$ cat src/hdl/pislip_pkg.sv
// ---------------------------------------------------------------------------
// pislip_pkg
// Shared types, constants and helpers for the priority iSLIP crossbar
// scheduler: request and match formats, controller/datapath command bundle.
// ---------------------------------------------------------------------------
package pislip_pkg;

    // Switch geometry
    localparam int NUM_INPUTS     = 4;
    localparam int NUM_OUTPUTS    = 4;
    localparam int NUM_PRIORITIES = 4;
    localparam int MAX_ROUNDS     = 8;

    localparam int IDX_W  = 2;   // input or output index
    localparam int PRI_W  = 2;   // priority index
    localparam int ITER_W = 3;   // round counter, 0..MAX_ROUNDS-1

    // Configuration port
    localparam int CFG_IDX_W  = 2;
    localparam int CFG_DATA_W = 4;
    localparam logic [CFG_IDX_W-1:0] CFG_NUM_ITERATIONS    = 2'd0;
    localparam logic [CFG_IDX_W-1:0] CFG_ACTIVE_PRIORITIES = 2'd1;

    // One cell time of request matrices, bit input*4+output
    typedef struct packed {
        logic [15:0] requests_pri0;
        logic [15:0] requests_pri1;
        logic [15:0] requests_pri2;
        logic [15:0] requests_pri3;
    } t_req_item;

    // One crossbar matching
    typedef struct packed {
        logic [3:0] match_valid;
        logic [7:0] match_input;
        logic [7:0] match_priority;
        logic [2:0] match_count;
    } t_match_item;

    // Controller to datapath commands
    typedef struct packed {
        logic             start;        // load requests, clear matching
        logic             step;         // run one request-grant-accept round
        logic             first_round;  // round zero of this priority
        logic             load_out;     // capture matching into result register
        logic [PRI_W-1:0] pri;          // priority being scheduled
    } t_dp_cmd;

    // Datapath to controller status
    typedef struct packed {
        logic made;                     // current round made at least one match
    } t_dp_sts;

    typedef struct packed {
        logic             found;
        logic [IDX_W-1:0] idx;
    } t_pick;

    // Round-robin pick: first set bit of mask starting one past ptr
    function automatic t_pick rr_pick(input logic [3:0] mask, input logic [IDX_W-1:0] ptr);
        t_pick            res;
        logic [IDX_W-1:0] cand;
        res = '0;
        for (int k = 1; k <= 4; k++) begin
            cand = ptr + IDX_W'(k);
            if (!res.found && mask[cand]) begin
                res.found = 1'b1;
                res.idx   = cand;
            end
        end
        return res;
    endfunction

endpackage

$ cat src/hdl/pislip_dp.sv
// ---------------------------------------------------------------------------
// pislip_dp
// Scheduler datapath: request store, per-priority grant and accept pointers,
// one grant+accept round per step, matching state and result register.
// ---------------------------------------------------------------------------
module pislip_dp (
    input  logic                   i_clk,
    input  logic                   i_rst_n,
    input  pislip_pkg::t_dp_cmd    i_cmd,
    output pislip_pkg::t_dp_sts    o_sts,
    input  pislip_pkg::t_req_item  i_req,
    output pislip_pkg::t_match_item o_res
);

    localparam int NI = pislip_pkg::NUM_INPUTS;
    localparam int NO = pislip_pkg::NUM_OUTPUTS;
    localparam int NP = pislip_pkg::NUM_PRIORITIES;
    localparam int IW = pislip_pkg::IDX_W;

    logic [15:0]   r_req [NP];
    logic [IW-1:0] r_gptr [NO][NP];
    logic [IW-1:0] r_aptr [NI][NP];
    logic [NI-1:0] r_in_used;
    logic [NO-1:0] r_out_used;
    logic [IW-1:0] r_out_in [NO];
    logic [pislip_pkg::PRI_W-1:0] r_out_pri [NO];
    pislip_pkg::t_match_item r_res;

    logic [15:0]   req;
    logic [NO-1:0] grant [NI];
    logic [NI-1:0] acc_valid;
    logic [IW-1:0] acc_out [NI];
    pislip_pkg::t_match_item res_build;

    // Grant phase then accept phase for the current priority
    always_comb begin
        logic [NI-1:0]     mask;
        pislip_pkg::t_pick pick;
        req = r_req[i_cmd.pri];
        for (int i = 0; i < NI; i++) begin
            grant[i]   = '0;
            acc_valid[i] = 1'b0;
            acc_out[i] = '0;
        end
        for (int o = 0; o < NO; o++) begin
            for (int i = 0; i < NI; i++) begin
                mask[i] = !r_in_used[i] && req[i*NO + o];
            end
            pick = pislip_pkg::rr_pick(mask, r_gptr[o][i_cmd.pri]);
            if (!r_out_used[o] && pick.found) begin
                grant[pick.idx][o] = 1'b1;
            end
        end
        for (int i = 0; i < NI; i++) begin
            pick = pislip_pkg::rr_pick(grant[i], r_aptr[i][i_cmd.pri]);
            if (!r_in_used[i] && pick.found) begin
                acc_valid[i] = 1'b1;
                acc_out[i]   = pick.idx;
            end
        end
    end

    assign o_sts.made = |acc_valid;

    // Pointers reset to zero; accept pointers advance on accepts, grant pointers on first-round accepts only
    always_ff @(posedge i_clk) begin
        if (!i_rst_n) begin
            for (int o = 0; o < NO; o++) begin
                for (int p = 0; p < NP; p++) begin
                    r_gptr[o][p] <= '0;
                end
            end
            for (int i = 0; i < NI; i++) begin
                for (int p = 0; p < NP; p++) begin
                    r_aptr[i][p] <= '0;
                end
            end
        end else if (i_cmd.step) begin
            for (int i = 0; i < NI; i++) begin
                if (acc_valid[i]) begin
                    r_aptr[i][i_cmd.pri] <= acc_out[i];
                    if (i_cmd.first_round) begin
                        r_gptr[acc_out[i]][i_cmd.pri] <= IW'(i);
                    end
                end
            end
        end
    end

    // Hold requests and build the matching
    always_ff @(posedge i_clk) begin
        if (i_cmd.start) begin
            r_req[0]   <= i_req.requests_pri0;
            r_req[1]   <= i_req.requests_pri1;
            r_req[2]   <= i_req.requests_pri2;
            r_req[3]   <= i_req.requests_pri3;
            r_in_used  <= '0;
            r_out_used <= '0;
        end else if (i_cmd.step) begin
            for (int i = 0; i < NI; i++) begin
                if (acc_valid[i]) begin
                    r_in_used[i]           <= 1'b1;
                    r_out_used[acc_out[i]] <= 1'b1;
                    r_out_in[acc_out[i]]   <= IW'(i);
                    r_out_pri[acc_out[i]]  <= i_cmd.pri;
                end
            end
        end
    end

    // Pack the result; unmatched outputs read as zero
    always_comb begin
        res_build = '0;
        for (int o = 0; o < NO; o++) begin
            res_build.match_valid[o] = r_out_used[o];
            res_build.match_input[2*o +: 2]    = r_out_used[o] ? r_out_in[o] : 2'd0;
            res_build.match_priority[2*o +: 2] = r_out_used[o] ? r_out_pri[o] : 2'd0;
        end
        res_build.match_count = 3'($countones(r_out_used));
    end

    always_ff @(posedge i_clk) begin
        if (i_cmd.load_out) begin
            r_res <= res_build;
        end
    end

    assign o_res = r_res;

endmodule

$ cat src/hdl/pislip_ctrl.sv
// ---------------------------------------------------------------------------
// pislip_ctrl
// Scheduler controller: configuration registers, priority and round
// sequencing, request and result handshakes.
// ---------------------------------------------------------------------------
module pislip_ctrl (
    input  logic                                   i_clk,
    input  logic                                   i_rst_n,
    input  logic                                   i_in_valid,
    output logic                                   o_in_ready,
    output logic                                   o_out_valid,
    input  logic                                   i_out_ready,
    input  logic                                   i_cfg_valid,
    output logic                                   o_cfg_ready,
    input  logic [pislip_pkg::CFG_IDX_W-1:0]       i_cfg_index,
    input  logic [pislip_pkg::CFG_DATA_W-1:0]      i_cfg_data,
    output pislip_pkg::t_dp_cmd                    o_cmd,
    input  pislip_pkg::t_dp_sts                    i_sts
);

    typedef enum logic [1:0] {
        S_IDLE,
        S_RUN,
        S_DONE
    } t_state;

    localparam int PW = pislip_pkg::PRI_W;
    localparam int TW = pislip_pkg::ITER_W;

    t_state        r_state;
    logic [PW-1:0] r_pri;
    logic [TW-1:0] r_iter;
    logic          r_out_valid;
    logic [3:0]    r_num_iter;
    logic [2:0]    r_act_pri;

    logic [TW-1:0] last_iter;
    logic [PW-1:0] last_pri;
    logic          out_free;
    logic          round_end;

    // Clamp configuration into usable ranges
    always_comb begin
        if (r_num_iter == 4'd0) begin
            last_iter = '0;
        end else if (r_num_iter > 4'(pislip_pkg::MAX_ROUNDS)) begin
            last_iter = TW'(pislip_pkg::MAX_ROUNDS - 1);
        end else begin
            last_iter = TW'(r_num_iter - 4'd1);
        end
        if (r_act_pri == 3'd0) begin
            last_pri = '0;
        end else if (r_act_pri > 3'(pislip_pkg::NUM_PRIORITIES)) begin
            last_pri = PW'(pislip_pkg::NUM_PRIORITIES - 1);
        end else begin
            last_pri = PW'(r_act_pri - 3'd1);
        end
    end

    assign out_free  = !r_out_valid || i_out_ready;
    assign round_end = !i_sts.made || (r_iter == last_iter);

    assign o_in_ready  = (r_state == S_IDLE);
    assign o_out_valid = r_out_valid;
    assign o_cfg_ready = 1'b1;

    // Commands to the datapath
    always_comb begin
        o_cmd             = '0;
        o_cmd.start       = (r_state == S_IDLE) && i_in_valid;
        o_cmd.step        = (r_state == S_RUN);
        o_cmd.first_round = (r_iter == '0);
        o_cmd.load_out    = (r_state == S_DONE) && out_free;
        o_cmd.pri         = r_pri;
    end

    // State, counters, configuration and result valid
    always_ff @(posedge i_clk) begin
        if (!i_rst_n) begin
            r_state     <= S_IDLE;
            r_pri       <= '0;
            r_iter      <= '0;
            r_out_valid <= 1'b0;
            r_num_iter  <= 4'd1;
            r_act_pri   <= 3'd4;
        end else begin
            if (i_cfg_valid) begin
                unique case (i_cfg_index)
                    pislip_pkg::CFG_NUM_ITERATIONS:    r_num_iter <= i_cfg_data;
                    pislip_pkg::CFG_ACTIVE_PRIORITIES: r_act_pri  <= i_cfg_data[2:0];
                    default: ;
                endcase
            end

            if (o_cmd.load_out) begin
                r_out_valid <= 1'b1;
            end else if (i_out_ready) begin
                r_out_valid <= 1'b0;
            end

            unique case (r_state)
                S_IDLE: begin
                    if (i_in_valid) begin
                        r_state <= S_RUN;
                        r_pri   <= '0;
                        r_iter  <= '0;
                    end
                end
                S_RUN: begin
                    if (round_end) begin
                        r_iter <= '0;
                        if (r_pri == last_pri) begin
                            r_state <= S_DONE;
                        end else begin
                            r_pri <= r_pri + PW'(1);
                        end
                    end else begin
                        r_iter <= r_iter + TW'(1);
                    end
                end
                S_DONE: begin
                    if (out_free) begin
                        r_state <= S_IDLE;
                    end
                end
                default: r_state <= S_IDLE;
            endcase
        end
    end

endmodule

$ cat src/hdl/priority_islip_scheduler.sv
// A request is accepted while idle; the controller then runs one iSLIP round
// per step (between P and P*R rounds for P active priorities and R rounds) and
// registers the matching once the output is free; the result shows the cycle
// after that. With a single shared grant/accept round unit, no new request is
// taken until the matching is registered. Synchronous active-low reset clears
// all pointers to zero, restores num_iterations=1, active_priorities=4 at once.
// ---------------------------------------------------------------------------
// priority_islip_scheduler
// Priority iSLIP crossbar scheduler: controller plus round datapath.
// ---------------------------------------------------------------------------
module priority_islip_scheduler (
    input  logic                               i_clk,
    input  logic                               i_rst_n,
    input  logic                               i_in_valid,
    output logic                               o_in_ready,
    input  pislip_pkg::t_req_item              i_in_data,
    output logic                               o_out_valid,
    input  logic                               i_out_ready,
    output pislip_pkg::t_match_item            o_out_data,
    input  logic                               i_cfg_valid,
    output logic                               o_cfg_ready,
    input  logic [pislip_pkg::CFG_IDX_W-1:0]   i_cfg_index,
    input  logic [pislip_pkg::CFG_DATA_W-1:0]  i_cfg_data
);

    pislip_pkg::t_dp_cmd cmd;
    pislip_pkg::t_dp_sts sts;

    // Sequence priorities and rounds
    pislip_ctrl u_ctrl (
        .i_clk       (i_clk),
        .i_rst_n     (i_rst_n),
        .i_in_valid  (i_in_valid),
        .o_in_ready  (o_in_ready),
        .o_out_valid (o_out_valid),
        .i_out_ready (i_out_ready),
        .i_cfg_valid (i_cfg_valid),
        .o_cfg_ready (o_cfg_ready),
        .i_cfg_index (i_cfg_index),
        .i_cfg_data  (i_cfg_data),
        .o_cmd       (cmd),
        .i_sts       (sts)
    );

    // Run grant/accept rounds and hold the matching
    pislip_dp u_dp (
        .i_clk   (i_clk),
        .i_rst_n (i_rst_n),
        .i_cmd   (cmd),
        .o_sts   (sts),
        .i_req   (i_in_data),
        .o_res   (o_out_data)
    );

`ifndef NO_ASSERTIONS
    // Count agrees with the matched outputs
    a_count: assert property (@(posedge i_clk) disable iff (!i_rst_n)
        o_out_valid |-> (o_out_data.match_count == 3'($countones(o_out_data.match_valid))))
        else $error("match_count disagrees with match_valid");

    // Busy after taking a request
    a_busy: assert property (@(posedge i_clk) disable iff (!i_rst_n)
        (i_in_valid && o_in_ready) |=> !o_in_ready)
        else $error("request taken while scheduler busy");

    // Result register loads only after the rounds finish
    a_load: assert property (@(posedge i_clk) disable iff (!i_rst_n)
        cmd.load_out |-> !cmd.step && !cmd.start)
        else $error("result captured while rounds active");
`endif

endmodule
$ cat config.mk
export PLATFORM = sky130hd
export DESIGN_NAME = priority_islip_scheduler
export DESIGN_NICKNAME = d
export VERILOG_FILES = /design/src/hdl/pislip_pkg.sv /design/src/hdl/pislip_dp.sv /design/src/hdl/pislip_ctrl.sv /design/src/hdl/priority_islip_scheduler.sv
export SDC_FILE = /design/constraint.sdc
export NUM_CORES = 1
export LEC_CHECK = 0
export ABC_AREA = 1
export BUFFER_PORTS_ARGS = -buffer_cell sky130_fd_sc_hd__buf_2
export CORE_UTILIZATION = 40
export DETAILED_ROUTE_END_ITERATION = 8
export GPL_ROUTABILITY_DRIVEN = 0
export PLACE_DENSITY = 0.56
export SETUP_SLACK_MARGIN = 0.3
export SYNTH_ARGS = -nofsm -noshare
export SYNTH_HDL_FRONTEND = slang
export SYNTH_SLANG_ARGS = --single-unit
$ cat constraint.sdc
create_clock -name i_clk -period 5 [get_ports i_clk]
set_input_delay 1.25 -clock i_clk [delete_from_list [all_inputs] [get_ports i_clk]]
set_output_delay 1.25 -clock i_clk [all_outputs]
set_load 0.01 [all_outputs]
==> reports/qor.txt, run 1 <==
vias in the first global route: 9,363
maximum clock frequency: 234 MHz
H-tree depth: 4
Final Hold Vio Count: 0
Crit path required time: 5.14 ns
actual slew at the worst max-slew pin: 1.13 ns
Tcrit/Tclk final: 85.4%
Post-Syn Instances: 1,559
first-pass iteration count of the detailed router: 5
final instance area: 12,900 sq um
worst reg2reg path endpoint: u_dp.r_out_pri[1][0]
WP data arrival: 4.41 ns
Worst Path Max Fanout: 43
Detailed Place HPWL: 23,700 microns
delay of the slowest critical-path stage: 0.45 ns
nets@finish: 1,739
Mean Syn Cell Area: 7.37 sq um
sequential share of the synthesized area: 43.3%
Setup CP Type: flip-flop to flip-flop
area growth from synthesis to layout: 12.1%
n_diodes: 0
I/O pin cnt: 101
Hold Crit Depth: 2
worst reg2reg startpoint: u_ctrl.r_pri[0]
initial antenna violation count: 0
CP Cell Sequence: buf_4 > nand2_1 > nand2_1 > nand2_1 > nand2_2 > nand3_1 > nand3_1 > nand2_1 > nand3_1 > nor2_1 > nor2_2 > and2_1 > nand2_2 > nand2_1 > nand2_2 > nand2_1 > nand2_2 > nand4_1 > nand3_1 > nand2_2 > inv_2 > nor2_4 > nand2_1 > nand3_1
CTS max path bufs: 2
Final min period: 4.27 ns
Hold EP: u_dp.r_out_in[3][1]
Register-to-Register Path Depth: 24
num rows: 61
ratio of cells with drive above 1 in the final layout: 17.1%
via count: 10,400
Synth Cell Area: 11,500 sq um
Yosys warnings: 0
Initial Util: 41.0%
CTS Buf Count: 17
final setup fails: 0
DR iter-0 viols: 785
CP Capture Type: flip-flop
final antenna-violating net count: 0
drt drc: 0
Post-CTS Setup Inserts: 0
PortBufs: 99
die area: 29,400 sq um
total gr overflow: 0
status: finished, final reports clean
Post-CTS Resized: 0
Core Area: 28,000 sq um
flops & latches, synth: 192
TritonCTS sink count: 192
Die Width: 171 microns
global-route wire length before repair: 49,700 microns
Setup Skew: 0.0156 ns
Via density: 5.08
Fin Setup TNS: 0 ns
flop2flop setup slack: 0.73 ns
Synth async-reset ratio: 0%
HP Start: u_dp.r_out_in[3][1]
Pins Over Slew Limit: 0
EDFF count, synth: 113
GRT Total Usage: 22.2%
synth unique cells: 49
hold_buf cts: 0
wire length per cell: 15.6 microns
Reg clk slew, reported paths: 0.08 ns
Max-cap violations: 0
largest net degree at the start of global routing: 44
die height: 171 microns
hold_ws: 0.453 ns
end-of-flow core utilization: 46.0%
Slew Limit Headroom: 24.5%
clock latency on the worst-skew pair: 0.45 ns
Area after DPL: 12,300 sq um
Worst Hold Class: flip-flop to flip-flop
commonest non-fill, non-tap cells in the layout: nand2_1, nand3_1, inv_1
leading cell type in the layout, fill and taps excluded: nand2_1
Clock Tree Root: clkbuf_16
ys flop type: edfxtp_1
cell mode on critical path: nand2_1
CTS tree: yes
fill cell count: 2,887
routed wire length: 31,800 microns
CP Launch Type: flip-flop
RSZ-0062 raised after global routing: false
syn nets: 1,646
CP max-delay cell: buf_4
## layout make-up
class | count | area [sq um] | area share (%)
Clock buffer | 17 | 425 | 3.30
Clock inverter | 15 | 148 | 1.15
Inverter | 227 | 855 | 6.64
Multi-Input combinational cell | 1106 | 5440 | 42.2
Sequential cell | 192 | 4970 | 38.6
Tap cell | 378 | 473 | 3.67
Timing Repair Buffer | 108 | 563 | 4.37
## synth_stat cells, types with 2 or more instances
cell type  number  area share (%)
nand2_1       518              17
nand3_1       200             8.7
inv_1         191             6.2
edfxtp_1      113              30
nor2_1         88             2.9
dfxtp_1        79              14
nand4_1        55             3.0
a21oi_1        51             2.2
nand2_2        48             2.6
o21ai_0        29             1.3
inv_2          27            0.88
nor2_2         21             1.1
nand3_2        16             1.4
buf_2          11            0.48
ha_1           11             1.2
xor2_1          9            0.69
buf_4           8            0.52
clkbuf_1        8            0.26
clkinv_1        8            0.26
nor2_4          7            0.69
buf_6           5            0.49
nand4_2         5            0.54
o21ai_1         5            0.22
a32oi_2         4            0.57
nand2_4         4            0.39
nor3_1          4            0.17
a32oi_1         3            0.23
nand3_4         3            0.46
o2111ai_1       3            0.23
o22ai_1         3            0.16
nand3b_1        2            0.13
nor3_2          2            0.17
o21ai_2         2            0.15
## registers in the layout, indices dropped and copies added, names as in the netlist, named ones only
signal / cells
u_dp.r_req: 64
u_ctrl.r_state: 2
u_dp.o_res: 23
u_dp.r_gptr: 32
u_ctrl.o_out_valid: 1
u_dp.r_out_used: 4
u_ctrl.r_act_pri: 3
u_ctrl.r_pri: 2
u_dp.r_out_pri: 8
u_ctrl.r_num_iter: 4
u_dp.r_aptr: 32
u_dp.r_out_in: 8
u_dp.r_in_used: 4
u_ctrl.r_iter: 3
## worst max-delay path, delay by kind of cell (launching register included)
kind          cells  cell delay (ns)
simple gates     22             2.98
buf+inv           2             0.61
flops             1             0.34
## cells by family after synthesis
family / Yosys count / share of synthesized area, %
other: 1 / 0.0326
flip-flops: 192 / 43.3
buffers and inverters: 261 / 9.40
XOR/XNOR: 10 / 0.762
adder cells (fa/ha/maj): 12 / 1.37
AO/OA/AOI/OAI: 107 / 5.63
AND/OR/NAND/NOR: 976 / 39.5
## metrics by stage
step | cells | worst slack, ns
2_1_floorplan | 1559 | 1.53
5_1_grt | 2043 | 0.337
6_report | 2043 | 0.728
3_5_place_dp | 2011 | 0.833
3_3_place_gp | 2011 | 0.886
4_1_cts | 2043 | 0.805
## per-layer routing
layer	vias to the layer above	global-route usage [%]	wire length (microns)
li1	5269	-	-
met1	4824	30.0	15000
met2	248	36.7	14800
met3	38	3.01	1410
met4	0	6.60	616
met5	-	0	0
## worst max-delay path by stage
stage | from | endpoint | slack (ns) | depth (start not counted)
2_1_floorplan | i_in_valid | u_ctrl.r_iter[0] | 1.53 | 5
3_3_place_gp | u_ctrl.r_pri[0] | u_dp.r_out_pri[1][1] | 0.89 | 23
3_5_place_dp | u_ctrl.r_pri[0] | u_dp.r_out_pri[1][1] | 0.83 | 24
4_1_cts | u_ctrl.r_pri[0] | u_dp.r_out_pri[1][0] | 0.80 | 24
5_1_grt | u_ctrl.r_pri[0] | u_dp.r_out_pri[1][0] | 0.34 | 23
6_report | u_ctrl.r_pri[0] | u_dp.r_out_pri[1][0] | 0.73 | 24
Power of run 1 is left out: the tool's default activity adds up to more than one toggle a clock period on the data nets, which glitch-free logic cannot reach.
==> run 2: changes to the inputs <==
--- a/config.mk
+++ b/config.mk
@@ -5,12 +5,12 @@
 export SDC_FILE = /design/constraint.sdc
 export NUM_CORES = 1
 export LEC_CHECK = 0
-export ABC_AREA = 1
+export ABC_AREA = 0
 export BUFFER_PORTS_ARGS = -buffer_cell sky130_fd_sc_hd__buf_2
 export CORE_UTILIZATION = 40
 export DETAILED_ROUTE_END_ITERATION = 8
 export GPL_ROUTABILITY_DRIVEN = 0
-export PLACE_DENSITY = 0.56
+export PLACE_DENSITY = 0.57
 export SETUP_SLACK_MARGIN = 0.3
 export SYNTH_ARGS = -nofsm -noshare
 export SYNTH_HDL_FRONTEND = slang
==> run 2 against run 1 <==
  * Maximum frequency grew 0.75%
  * Count of clock-buffer cells in the layout increased by 3
  * Worst setup slack gained 0.032 ns
  * Global-route usage decreased by 0.34 points
  * Die area down 12%
  * Cell count down 33%
  * Critical path type unchanged
  * Area after synthesis fell by 12%
==> reports/qor.txt, run 2 <==
drt drc: 0 (unchanged)
Logic pwr share: 49.5%
CTS Buf Count: 17 (unchanged)
Mean Syn Cell Area: 10.8 sq um (+46%)
Setup CP Type: flip-flop to flip-flop
Setup Skew: 0.0154 ns (-0.000278 ns)
Sw Share: 45.5%
Post-CTS Setup Inserts: 0 (unchanged)
CP max-delay cell: dfxtp_2
first-pass iteration count of the detailed router: 6 (+1)
Synth async-reset ratio: 0% (unchanged)
Die Width: 161 microns (-6.3%)
Pins Over Slew Limit: 0 (unchanged)
Worst Hold Class: flip-flop to flip-flop
worst path bufs/invs: 1 (-1)
vias in the first global route: 7,493 (-20%)
syn nets: 1,023 (-38%)
Fin Setup TNS: 0 ns (unchanged)
Top reg by flops: u_dp.r_req
Commonest cells post-synth: edfxtp_1, nand2_1, dfxtp_1, nor2_1, a21oi_1
PortBufs: 99 (unchanged)
Post-Syn Instances: 936 (-40%)
ratio of cells with drive above 1 in the final layout: 20.1% (+3.0 points)
clock latency on the worst-skew pair: 0.45 ns (about the same)
H-tree depth: 4 (unchanged)
nets@finish: 1,115 (-36%)
wire length per cell: 20.3 microns (+31%)
Via density: 5.91 (+16%)
GRT Total Usage: 21.8% (-0.34 points)
hold_buf cts: 0 (unchanged)
Initial Util: 41.1% (about the same)
Post-CTS Resized: 0 (unchanged)
Final Hold Vio Count: 0 (unchanged)
die height: 161 microns (-6.3%)
final instance area: 11,400 sq um (-11%)
Synth area leaders: edfxtp_1, dfxtp_1, nand2_1
actual slew at the worst max-slew pin: 1.11 ns (-0.0247 ns)
sequential power share: 31.4%
CTS max path bufs: 2 (unchanged)
num rows: 57 (-6.6%)
Final min period: 4.24 ns (-0.0320 ns)
Pint: 0.00380 W
DR iter-0 viols: 725 (-7.6%)
clock network fraction of total power: 19.1%
Max-cap violations: 0 (unchanged)
Tcrit/Tclk final: 84.8% (-0.64 points)
P_leak: 4.05 nW
post-synth top area share: 33.7% (+4.2 points)
Detailed Place HPWL: 20,600 microns (-13%)
delay of the slowest critical-path stage: 0.84 ns (+0.39 ns)
most frequent cell after synthesis: edfxtp_1
status: finished, final reports clean
leading cell type in the layout, fill and taps excluded: edfxtp_1
PD cells: 608 nW/um^2
Crit path required time: 5.18 ns (+0.04 ns)
post-synth top area cell: edfxtp_1
cell mode on critical path: o211ai_1
routed wire length: 27,700 microns (-13%)
WP data arrival: 4.42 ns (about the same)
EDFF count, synth: 113 (unchanged)
n_diodes: 0 (unchanged)
commonest non-fill, non-tap cells in the layout: edfxtp_1, nand2_1, buf_2
Regs by FF count: u_dp.r_req: 64 flops, u_dp.r_aptr: 32 flops, u_dp.r_gptr: 32 flops
Area after DPL: 10,900 sq um (-12%)
CP Cell Sequence: buf_4 > mux2i_1 > o22ai_1 > o211ai_1 > o211ai_1 > nand2_1 > and4_1 > nor2_2 > o311ai_2 > a2111oi_2
sequential share of the synthesized area: 49.4% (+6.1 points)
via count: 8,072 (-22%)
Worst Path Max Fanout: 25 (-42%)
Slew Limit Headroom: 25.9% (+1.4 points)
initial antenna violation count: 0 (unchanged)
area growth from synthesis to layout: 13.6%
total power: 0.00696 W
Top delay family on crit path: compound AO/OA/AOI/OAI gates
Core Area: 24,500 sq um (-12%)
total gr overflow: 0 (unchanged)
ys flop type: edfxtp_1
flip-flop count of the largest register after layout: 64 (unchanged)
CP Launch Type: flip-flop
RSZ-0062 raised after global routing: false
final antenna-violating net count: 0 (unchanged)
flop2flop setup slack: 0.76 ns (+0.03 ns)
CTS tree: yes
die area: 25,800 sq um (-12%)
synth unique cells: 98 (+100%)
TritonCTS sink count: 192 (unchanged)
Yosys warnings: 0 (unchanged)
largest net degree at the start of global routing: 57 (+30%)
global-route wire length before repair: 42,800 microns (-14%)
final setup fails: 0 (unchanged)
flops & latches, synth: 192 (unchanged)
Synth Cell Area: 10,100 sq um (-12%)
CP Capture Type: flip-flop
hold_ws: 0.457 ns (+0.00323 ns)
I/O pin cnt: 101 (unchanged)
end-of-flow core utilization: 46.6% (+0.68 points)
maximum clock frequency: 236 MHz (+0.75%)
Psw: 0.00317 W
VDD IR max: 0.000285 V
Clock Tree Root: clkbuf_16
Reg clk slew, reported paths: 0.08 ns (about the same)
==> run 2: power by group through the flow <==
stage | logic (W) | registers (W) | clock network [W]
6_report | 0.00345 | 0.00218 | 0.00133
5_1_grt | 0.00372 | 0.00222 | 0.00142
2_1_floorplan | 0.00250 | 0.00215 | 0
4_1_cts | 0.00337 | 0.00218 | 0.00135
3_3_place_gp | 0.00335 | 0.00221 | 0
3_5_place_dp | 0.00336 | 0.00222 | 0
==> run 2: cells by family after synthesis <==
logic type,Yosys count,share of synthesized area (%)
AND/OR/NAND/NOR,313,15.2
AO/OA/AOI/OAI,282,22.0
flip-flops,192,49.4
buffers and inverters,77,3.74
multiplexers,55,7.69
adder cells (fa/ha/maj),13,1.66
XOR/XNOR,3,0.261
other,1,0.0372
==> run 2: layer usage <==
metal  wire length, microns  vias to the layer above  GRT usage, %
met5                      0                        -             0
met4                    872                        0          7.98
met3                   1990                       51          4.24
met2                  12300                      351          33.7
met1                  12500                     3868          30.4
li1                       -                     3802             -
==> run 2: worst paths after layout <==
check | from | to | cells past startpoint
worst max-delay path | flip-flop | u_dp.r_aptr[0][15] | 10
worst min-delay path | u_dp.r_out_in[0][1] | u_dp.r_out_in[0][1] | 1
worst max register to register | flip-flop | u_dp.r_aptr[0][15] | 10
worst min register to register | u_dp.r_out_in[0][1] | u_dp.r_out_in[0][1] | 1
==> run 2: final cells by class <==
class                      instances  area [sq um]
clock inverter                    12           119
inverter                          29           109
sequential                       192          4980
multi-input combinational        667          4730
clock buffer                      20           447
timing repair buffer             121           661
fill                            2303         13100
tap                              324           405
==> run 2: metrics by stage <==
step                      worst slack, ns  cells
final                               0.760   1365
after detailed placement            0.821   1333
after global routing                0.484   1365
after global placement              0.979   1333
after floorplan                      1.60    936
after CTS                           0.795   1365
Note: power is estimated with default switching activity, not from simulation.
